<file path="src/rtl/core/gbfv_pkg.sv">
// shared types and constants for the binary frame validator
`timescale 1ns / 1ps
`default_nettype none

package gbfv_pkg;

   localparam logic [7:0]  SYNC_FIRST  = 8'hB5;
   localparam logic [7:0]  SYNC_SECOND = 8'h62;
   localparam logic [16:0] OVERHEAD    = 17'd8;
   localparam logic [16:0] COUNT_MAX   = 17'h1FFFF;
   localparam logic [16:0] SUM_START   = 17'd6;
   localparam logic [16:0] SUM_SECOND  = 17'd7;
   localparam logic [16:0] POS_LEN_LO  = 17'd4;
   localparam logic [16:0] POS_LEN_HI  = 17'd5;
   localparam logic [15:0] MAX_PAYLOAD_RESET = 16'd512;

   localparam logic [1:0] STATUS_VALID     = 2'd0;
   localparam logic [1:0] STATUS_NOT_FRAME = 2'd1;
   localparam logic [1:0] STATUS_TRUNCATED = 2'd2;

   typedef struct packed {
      logic [7:0] data_byte;
      logic       end_of_buffer;
   } req_type;

   typedef struct packed {
      logic [1:0]  status;
      logic [16:0] frame_length;
   } rsp_type;

endpackage

`default_nettype wire

</file>
<file path="src/rtl/core/gbfv_frame_check.sv">
// per-buffer frame state, fletcher-8 sums and verdict logic
`timescale 1ns / 1ps
`default_nettype none

module gbfv_frame_check
   import gbfv_pkg::*;
(
   input  wire logic        clock,
   input  wire logic        reset,
   input  wire logic        beat_valid,
   input  wire req_type     beat,
   input  wire logic [15:0] max_payload,
   output rsp_type          verdict
);

   logic [16:0] count_ff, count_in;
   logic [15:0] len_ff, len_in;
   logic [7:0]  sum_a_ff, sum_a_in;
   logic [7:0]  sum_b_ff, sum_b_in;
   logic [7:0]  first_sum_ff, first_sum_in;
   logic        first_bad_ff, first_bad_in;
   logic        second_bad_ff, second_bad_in;
   logic        ck_bad_ff, ck_bad_in;

   logic [16:0] len_sum_end;
   logic [16:0] len_ck_b;
   logic [16:0] len_total;
   logic [7:0]  b;

   always_comb begin
      b            = beat.data_byte;
      len_sum_end  = {1'b0, len_ff} + SUM_START;
      len_ck_b     = {1'b0, len_ff} + SUM_SECOND;
      count_in      = count_ff;
      len_in        = len_ff;
      sum_a_in      = sum_a_ff;
      sum_b_in      = sum_b_ff;
      first_sum_in  = first_sum_ff;
      first_bad_in  = first_bad_ff;
      second_bad_in = second_bad_ff;
      ck_bad_in     = ck_bad_ff;

      if (count_ff == 17'd0) begin
         first_bad_in = (b != SYNC_FIRST);
      end else if (count_ff == 17'd1) begin
         second_bad_in = (b != SYNC_SECOND);
      end else if (count_ff < len_sum_end) begin
         if (count_ff == POS_LEN_LO) begin
            len_in = {8'h00, b};
         end else if (count_ff == POS_LEN_HI) begin
            len_in = {b, len_ff[7:0]};
         end
         sum_a_in = sum_a_ff + b;
         sum_b_in = sum_b_ff + sum_a_in;
      end else if (count_ff == len_sum_end) begin
         first_sum_in = b;
      end else if (count_ff == len_ck_b) begin
         ck_bad_in = (first_sum_ff != sum_a_ff) || (b != sum_b_ff);
      end

      if (count_ff != COUNT_MAX) begin
         count_in = count_ff + 17'd1;
      end
   end

   // verdict in precedence order
   always_comb begin
      len_total            = {1'b0, len_in} + OVERHEAD;
      verdict.frame_length = 17'd0;
      if (first_bad_in) begin
         verdict.status = STATUS_NOT_FRAME;
      end else if (count_in < OVERHEAD) begin
         verdict.status = STATUS_TRUNCATED;
      end else if (second_bad_in) begin
         verdict.status = STATUS_NOT_FRAME;
      end else if (len_in > max_payload) begin
         verdict.status = STATUS_NOT_FRAME;
      end else if (count_in < len_total) begin
         verdict.status = STATUS_TRUNCATED;
      end else if (ck_bad_in) begin
         verdict.status = STATUS_NOT_FRAME;
      end else begin
         verdict.status       = STATUS_VALID;
         verdict.frame_length = len_total;
      end
   end

   always_ff @(posedge clock) begin
      if (reset || (beat_valid && beat.end_of_buffer)) begin
         count_ff      <= 17'd0;
         len_ff        <= 16'd0;
         sum_a_ff      <= 8'd0;
         sum_b_ff      <= 8'd0;
         first_sum_ff  <= 8'd0;
         first_bad_ff  <= 1'b0;
         second_bad_ff <= 1'b0;
         ck_bad_ff     <= 1'b0;
      end else if (beat_valid) begin
         count_ff      <= count_in;
         len_ff        <= len_in;
         sum_a_ff      <= sum_a_in;
         sum_b_ff      <= sum_b_in;
         first_sum_ff  <= first_sum_in;
         first_bad_ff  <= first_bad_in;
         second_bad_ff <= second_bad_in;
         ck_bad_ff     <= ck_bad_in;
      end
   end

endmodule

`default_nettype wire

</file>
<file path="src/rtl/core/gnss_binary_frame_validator.sv">
// top level of the binary frame validator: beat registers, config register, checker
// Takes one buffer byte per beat and gives a single verdict beat on the byte that
// carries end_of_buffer: valid frame with its total length, not a frame, or
// truncated. Throughput is one byte per clock cycle unless a last byte is held back
// waiting for the result register; a byte sits in the input register, passes the sum
// and compare logic and, if it is the last byte, lands its verdict in the result register.
// Bytes keep flowing while a verdict waits on rsp_stall; only a last byte waits
// until the result register is free. csr_data sets the largest accepted payload
// length (512 after reset) and is always ready; write it while no buffer is in
// flight.
`timescale 1ns / 1ps
`default_nettype none

module gnss_binary_frame_validator
   import gbfv_pkg::*;
(
   input  wire logic        clock,
   input  wire logic        reset,
   input  wire logic        req_valid,
   output logic             req_stall,
   input  wire req_type     req_data,
   output logic             rsp_valid,
   input  wire logic        rsp_stall,
   output rsp_type          rsp_data,
   input  wire logic        csr_valid,
   output logic             csr_ready,
   input  wire logic [15:0] csr_data
);

   logic        stage_valid_ff, stage_valid_in;
   req_type     stage_data_ff;
   logic        rsp_valid_ff, rsp_valid_in;
   rsp_type     rsp_data_ff;
   logic [15:0] max_payload_ff;
   logic        out_free;
   logic        stage_go;
   logic        req_take;
   rsp_type     verdict;

   assign csr_ready = 1'b1;
   assign out_free  = !rsp_valid_ff || !rsp_stall;
   assign stage_go  = stage_valid_ff && (!stage_data_ff.end_of_buffer || out_free);
   assign req_stall = stage_valid_ff && !stage_go;
   assign req_take  = req_valid && !req_stall;
   assign rsp_valid = rsp_valid_ff;
   assign rsp_data  = rsp_data_ff;

   always_comb begin
      stage_valid_in = stage_valid_ff;
      if (req_take) begin
         stage_valid_in = 1'b1;
      end else if (stage_go) begin
         stage_valid_in = 1'b0;
      end
      rsp_valid_in = rsp_valid_ff;
      if (stage_go && stage_data_ff.end_of_buffer) begin
         rsp_valid_in = 1'b1;
      end else if (!rsp_stall) begin
         rsp_valid_in = 1'b0;
      end
   end

   gbfv_frame_check u_frame_check (
      .clock       (clock),
      .reset       (reset),
      .beat_valid  (stage_go),
      .beat        (stage_data_ff),
      .max_payload (max_payload_ff),
      .verdict     (verdict)
   );

   always_ff @(posedge clock) begin
      if (reset) begin
         stage_valid_ff <= 1'b0;
         rsp_valid_ff   <= 1'b0;
         max_payload_ff <= MAX_PAYLOAD_RESET;
      end else begin
         stage_valid_ff <= stage_valid_in;
         rsp_valid_ff   <= rsp_valid_in;
         if (csr_valid && csr_ready) begin
            max_payload_ff <= csr_data;
         end
      end
   end

   always_ff @(posedge clock) begin
      if (req_take) begin
         stage_data_ff <= req_data;
      end
      if (stage_go && stage_data_ff.end_of_buffer) begin
         rsp_data_ff <= verdict;
      end
   end

endmodule

`default_nettype wire

</file>
<file path="config.mk">
export PLATFORM = sky130hd
export DESIGN_NAME = gnss_binary_frame_validator
export DESIGN_NICKNAME = d
export VERILOG_FILES = /design/src/rtl/core/gbfv_pkg.sv /design/src/rtl/core/gbfv_frame_check.sv /design/src/rtl/core/gnss_binary_frame_validator.sv
export SDC_FILE = /design/constraint.sdc
export NUM_CORES = 1
export LEC_CHECK = 0
export BUFFER_PORTS_ARGS = -buffer_cell sky130_fd_sc_hd__buf_2
export CAP_MARGIN = 40
export CORE_ASPECT_RATIO = 0.5
export CORE_MARGIN = 2
export CORE_UTILIZATION = 40
export CTS_BUF_LIST = sky130_fd_sc_hd__clkbuf_2
export DETAILED_ROUTE_END_ITERATION = 10
export SLEW_MARGIN = 40
export SYNTH_ARGS = -nofsm -noshare
export SYNTH_HDL_FRONTEND = slang
export SYNTH_SLANG_ARGS = --single-unit
</file>
<file path="constraint.sdc">
create_clock -name clock -period 11 [get_ports clock]
set_input_delay 0 -clock clock [delete_from_list [all_inputs] [get_ports clock]]
set_output_delay 0 -clock clock [all_outputs]
set_load 0.02 [all_outputs]
</file>
After elaboration in Yosys (flattened, before gate mapping):

Index checks and enable logic that the tools add are counted.

* add/subtract/negate cells: 6
* magnitude comparators: 4
* equal/unequal tests: 11
* multiplexer cells: 23
* bitwise gates (word level): 3
* reductions and logical operators: 18

Operator list (count)
* 2-to-1 mux 16 bit: 5
* adder 16 x 3 -> 17 bit (second input constant): 2
* equality test 17 bit: 2
* equality test 17 x 3 -> 1 bit (second input constant): 2
* < comparator 17 bit: 2
* adder 16 x 4 -> 17 bit (second input constant): 1
* adder 17 x 1 -> 17 bit (second input constant): 1
* equality test 17 x 1 -> 1 bit (second input constant): 1
* logical NOT 17 bit: 1
* < comparator 17 x 4 -> 1 bit (second input constant): 1
* 2-to-1 mux 17 bit: 1
* != test 17 bit (second input constant): 1
* adder 8 bit: 2
* greater-than comparator 16 bit: 1
* != test 8 bit: 2
* 2-to-1 mux 1 bit: 13
* 2-to-1 mux 2 bit: 4
* != test 8 x 7 -> 1 bit (second input constant): 1
* != test 8 bit (second input constant): 1
* OR reduction 6 bit: 1
* logical NOT 1 bit: 5
* AND reduction 5 bit: 1
* logical AND 1 bit: 4
* logical OR 1 bit: 4
* 4 further kinds: 6

* register bits: 106
* bits of input ports: 30

Logic depth before layout (Yosys ltp):

* depth in word-level cells: 12
* gate-level depth with buffers: 27

Hierarchy:

Synthesis repeated with hierarchy kept, for this count alone.

* cell total of the unflattened synthesis: 927
* area total of the unflattened synthesis: 7883.8 sq um

Modules (own cells, without submodules)
* gbfv_frame_check: instances 1, cells an instance 832, area an instance 6356.1 sq um, sequential area each 1201.2 sq um
* gnss_binary_frame_validator: instances 1, cells an instance 95, area an instance 1527.7 sq um, sequential area each 1201.2 sq um

Least setup slack after synthesis:

Ideal clock, no wire load.

* kind: register -> register
* start: register u_frame_check.len_ff[5]
* end: register rsp_data_ff (netlist bit rsp_data[9]) (data pin)
* data arrival time: 5.346 ns
* setup slack: 5.391 ns
* stages on the path, launching flop included: 28
* path buffers: 3
* period minus slack after synthesis: 5.609 ns
* cells stage by stage: dfxtp_1 clkbuf_1 and3_1 nand2_1 a21oi_1 nand3_1 xor2_1 ha_1 nand4_1 nor3_1 a21oi_1 nand3_1 buf_4 mux2_2 ha_1 nand2_1 a21oi_1 nand2_1 xor2_1 ha_1 a21o_1 a21oi_1 o21ai_0 a2111oi_0 o21bai_1 o21ai_2 buf_8 nor3_2

* cells in the longest elaborated chain, start to end: 8
* elaborated cells between the ends (all ways): 19

Ends and longest elaborated chain
* start, declared: RTL line gbfv_frame_check.sv:17 `logic [15:0] len_ff, len_in;`
* start signal, assigned: RTL line gbfv_frame_check.sv:100 `len_ff <= len_in;`
* adder 16 x 3 -> 17 bit (tied with other cells): RTL line gbfv_frame_check.sv:32 `len_sum_end = {1'b0, len_ff} + SUM_START;`
* < comparator 17 bit (tied with other cells): RTL line gbfv_frame_check.sv:47 `end else if (count_ff < len_sum_end) begin`
* 2-to-1 mux 16 bit / 2-to-1 mux 1 bit (equally long branches): RTL line gbfv_frame_check.sv:47, gbfv_frame_check.sv:57
* 2-to-1 mux 16 bit / 2-to-1 mux 1 bit (equally long branches): RTL line gbfv_frame_check.sv:45, gbfv_frame_check.sv:55
* 2-to-1 mux 16 bit / 2-to-1 mux 1 bit (equally long branches): RTL line gbfv_frame_check.sv:43, gbfv_frame_check.sv:47
* adder 16 x 4 -> 17 bit / 2-to-1 mux 1 bit (equally long branches): RTL line gbfv_frame_check.sv:68, gbfv_frame_check.sv:45
* < comparator 17 bit / 2-to-1 mux 1 bit (equally long branches): RTL line gbfv_frame_check.sv:78, gbfv_frame_check.sv:43
* OR reduction 6 bit (no source line)
* end signal, assigned: RTL line gnss_binary_frame_validator.sv:91 `rsp_data_ff <= verdict;`
* end, declared: RTL line gnss_binary_frame_validator.sv:33 `rsp_type rsp_data_ff;`

Several ways; a longest one is shown, not always the timed one.
A chain may end at the register's enable or synchronous reset.

Worst setup path in the final report:

* start: register u_frame_check.len_ff[3]
* end: register rsp_data_ff (netlist bit rsp_data[16]) (data pin)

The elaborated chain is that of the path after synthesis.

==> summary.txt <==
Status: finished, final reports clean
Detail Route Antenna Nets: 0
Worst setup EP type: register
Fillers: 1859
Final Wtd Congestion: 0.9713
Depth of the worst register-to-register path: 24
Clock transition at path regs: 310 ps
Crit path cell chain: and2_1 -> nand2_1 -> a21oi_1 -> nand3_1 -> xor2_1 -> ha_1 -> a211oi_1 -> o21bai_1 -> a21oi_2 -> nand3_1 -> mux2_2 -> ha_1 -> nand2_1 -> a21oi_1 -> nand2_1 -> xor2_1 -> ha_1 -> a21o_1 -> a21oi_1 -> o21ai_0 -> a2111oi_0 -> o21bai_1 -> o21ai_4 -> nor3_2
Total track usage: 23.20%
Die X: 203.8 um
CTS Buffer Depth: 2
Initial antenna violation count: 0
Ys async rst share: 0%
PD cells: 84.94 mW/mm^2
Fmax: 142.2 MHz
DRC: 0
Largest stage delay, worst path: 650 ps
Worst reg-to-reg setup slack: 3970 ps
Cell taking the most area after synthesis: dfxtp_1
Worst Hold Endpoint: max_payload_ff[9]
Synth top area share: 19.56%
Final Max Tran Viols: 0
Nets@finish: 1095
Worst-margin pin slew: 729.5 ps
Largest cells by area after synthesis: dfxtp_1, ha_1, edfxtp_1
Worst reg2reg startpoint: u_frame_check.len_ff[3]
Drt initial violations: 608
H-tree levels: 3
Vias/cell: 5.653
Area occupied by multi-input gates: 0.005107 mm^2
Starting Density: 40.92%
DRT Wirelength: 24210 um
Crit path launch type: register
Port Buffer Count: 50
Clock root buffer: clkbuf_2
Post-DP HPWL: 17570 um
RSZ-0062 raised after global routing: no
Primary FF master, synth: dfxtp_1
Syn_nets: 1018
Worst Path Buf+Inv: 0
Clock Latency Late Sink: 680 ps
Relative slew margins: 51.19%
Commonest non-fill, non-tap cell in the layout: nor2_1
Hold Crit Depth: 3
Worst EP arrival: 7460 ps
FF+latch count, synth: 106
Commonest non-fill, non-tap cells in the layout: nor2_1, dfxtp_1, dlygate4sd3_1
Endpoints failing setup: 0
Hold WC Path Type: input port to register
Family with the most delay on the worst path: compound AO/OA/AOI/OAI gates
DIE HEIGHT: 103.9 um
Setup CP Type: register to register
First-pass GRT wire length: 37960 um
HP Start: csr_valid
Max FO, Critical Path: 17
Cell row count: 36
Peak supply drop: 0.08986 mV
Synth unique cells: 75
YS warnings: 0
DR pass1 iterations: 5
EDFF count, synth: 28
Setup TNS: 0 ps
LEAKAGE: 0.003848 uW
Register area share after synthesis: 30.10%
Fin. Hold Viols: 0
Reg area: 0.002402 mm^2
Die area: 0.02117 mm^2
Final Skew: 50.08 ps
Max_cap viols: 0
Global route overflow: 0
Detailed-route via count: 7146
Period utilization: 63.93%
Vias in the first global route: 6904
R2r endpoint: rsp_data[16]
Mean Syn Cell Area: 8.713 um^2
Inserted Clock Buffers: 9
TritonCTS clock tree: built
Layout cells sized above 1: 11.22%
Core Util, Final: 46.63%
Worst path required time: 11430 ps
Core footprint: 0.01950 mm^2
WL per Instance: 19.16 um
Largest net degree at the start of global routing: 59
Clock sink total: 106
P&R area growth vs syn: 13.94%
Mapped cell area: 0.007981 mm^2
Setup bufs post-CTS: 0
Synth Instances: 916
CP max stage cell: dfxtp_1
Tmin final: 7032 ps
Ant. Diodes: 0
Top Ports: 52
## power by group
part / total, uW / switching (uW) / internal, uW / leakage [uW]
registers: 433 / 19.3 / 414 / 0.000908
logic: 167 / 92.8 / 74.2 / 0.00287
clock network: 172 / 138 / 33.8 / 0.0000672
## synthesized netlist by cell type, types with 6 or more instances
master / count
buf_6: 7
nand3_1: 26
a21o_1: 16
nor3_1: 23
buf_4: 8
nor2_1: 98
and2_1: 9
o21bai_1: 8
inv_1: 44
edfxtp_1: 28
xor2_1: 48
o21a_1: 6
dfxtp_1: 78
a21oi_1: 52
and4_1: 6
o31ai_1: 9
o21ai_0: 20
a211oi_1: 13
nor3_2: 11
xnor2_1: 41
nand2_1: 59
nor4_1: 13
buf_2: 14
and3_1: 14
clkbuf_1: 29
mux2i_1: 45
or3_1: 10
ha_1: 70
nand4_1: 24
## worst min-delay path: cells and delay by family
kind                   cells  cell delay (ps)
buffers and inverters      2              800
AOI/OAI and AO/OA          1              220
## registers in the layout (all words and copies together) (netlist names), 8 cells and up
signal and cells:
rsp_data 19, u_frame_check.count_ff 17, max_payload_ff 16, u_frame_check.len_ff 16
stage_data_ff 9, u_frame_check.first_sum_ff 8, u_frame_check.sum_a_ff 8, u_frame_check.sum_b_ff 8
## what timing repair did
action | in CTS | in global routing
setup endpoints to repair | 0 | 0
endpoints found under the hold margin | 39 | 0
gates resized for setup | 0 | 0
hold buffers | 71 | 0
## logic make-up after synthesis
kind of cell,share of synthesized area (%)
buf+inv,6.286
mux,6.521
simple gates,21.79
flops,30.10
fa+ha+maj,11.48
compound gates,14.01
other cells,0.04698
xor+xnor,9.766
## metrics by stage
step / instances / power [uW] / worst slack [ps] / area, um^2 / hold slack (ps)
CTS: 1264 / 775.4 / 3650 / 9084 / 300.3
global route: 1264 / 813.5 / 3351 / 9094 / 372.1
global placement: 1177 / 576.7 / 3698 / 8265 / 176.3
floorplan: 916 / 539.0 / 5391 / 7981 / 98.87
detailed placement: 1177 / 580.5 / 3700 / 8285 / 178.1
finish: 1264 / 772.4 / 3968 / 9094 / 365.4
## area by class of cell
type | count | share of cell area [%]
sequential | 106 | 26.42
timing repair buffer | 126 | 10.98
inverter | 44 | 1.816
tap | 266 | 3.660
clock buffer | 12 | 0.6604
multi-input combinational | 706 | 56.16
clock inverter | 4 | 0.3027
## layer usage
| layer | GRT usage [%] | vias up | part of all wire (%) |
|---|---|---|---|
| li1 | - | 3426 | - |
| met1 | 31.94 | 3446 | 47 |
| met2 | 35.18 | 227 | 43 |
| met3 | 6.015 | 47 | 6.5 |
| met4 | 7.821 | 0 | 2.7 |
| met5 | 0 | - | 0 |
## how the worst max path moves through the flow
| stage | start | to | slack (ps) | cells past startpoint |
|---|---|---|---|---|
| global placement | u_frame_check.len_ff[6] | rsp_data[12] | 3700 | 24 |
| global route | u_frame_check.len_ff[3] | rsp_data[9] | 3350 | 24 |
| detailed placement | u_frame_check.len_ff[3] | rsp_data[0] | 3700 | 24 |
| floorplan | u_frame_check.len_ff[5] | rsp_data[9] | 5390 | 27 |
| finish | u_frame_check.len_ff[3] | rsp_data[16] | 3970 | 24 |
| CTS | u_frame_check.len_ff[5] | rsp_data[13] | 3650 | 24 |
Power figures use the tool's default switching activity.
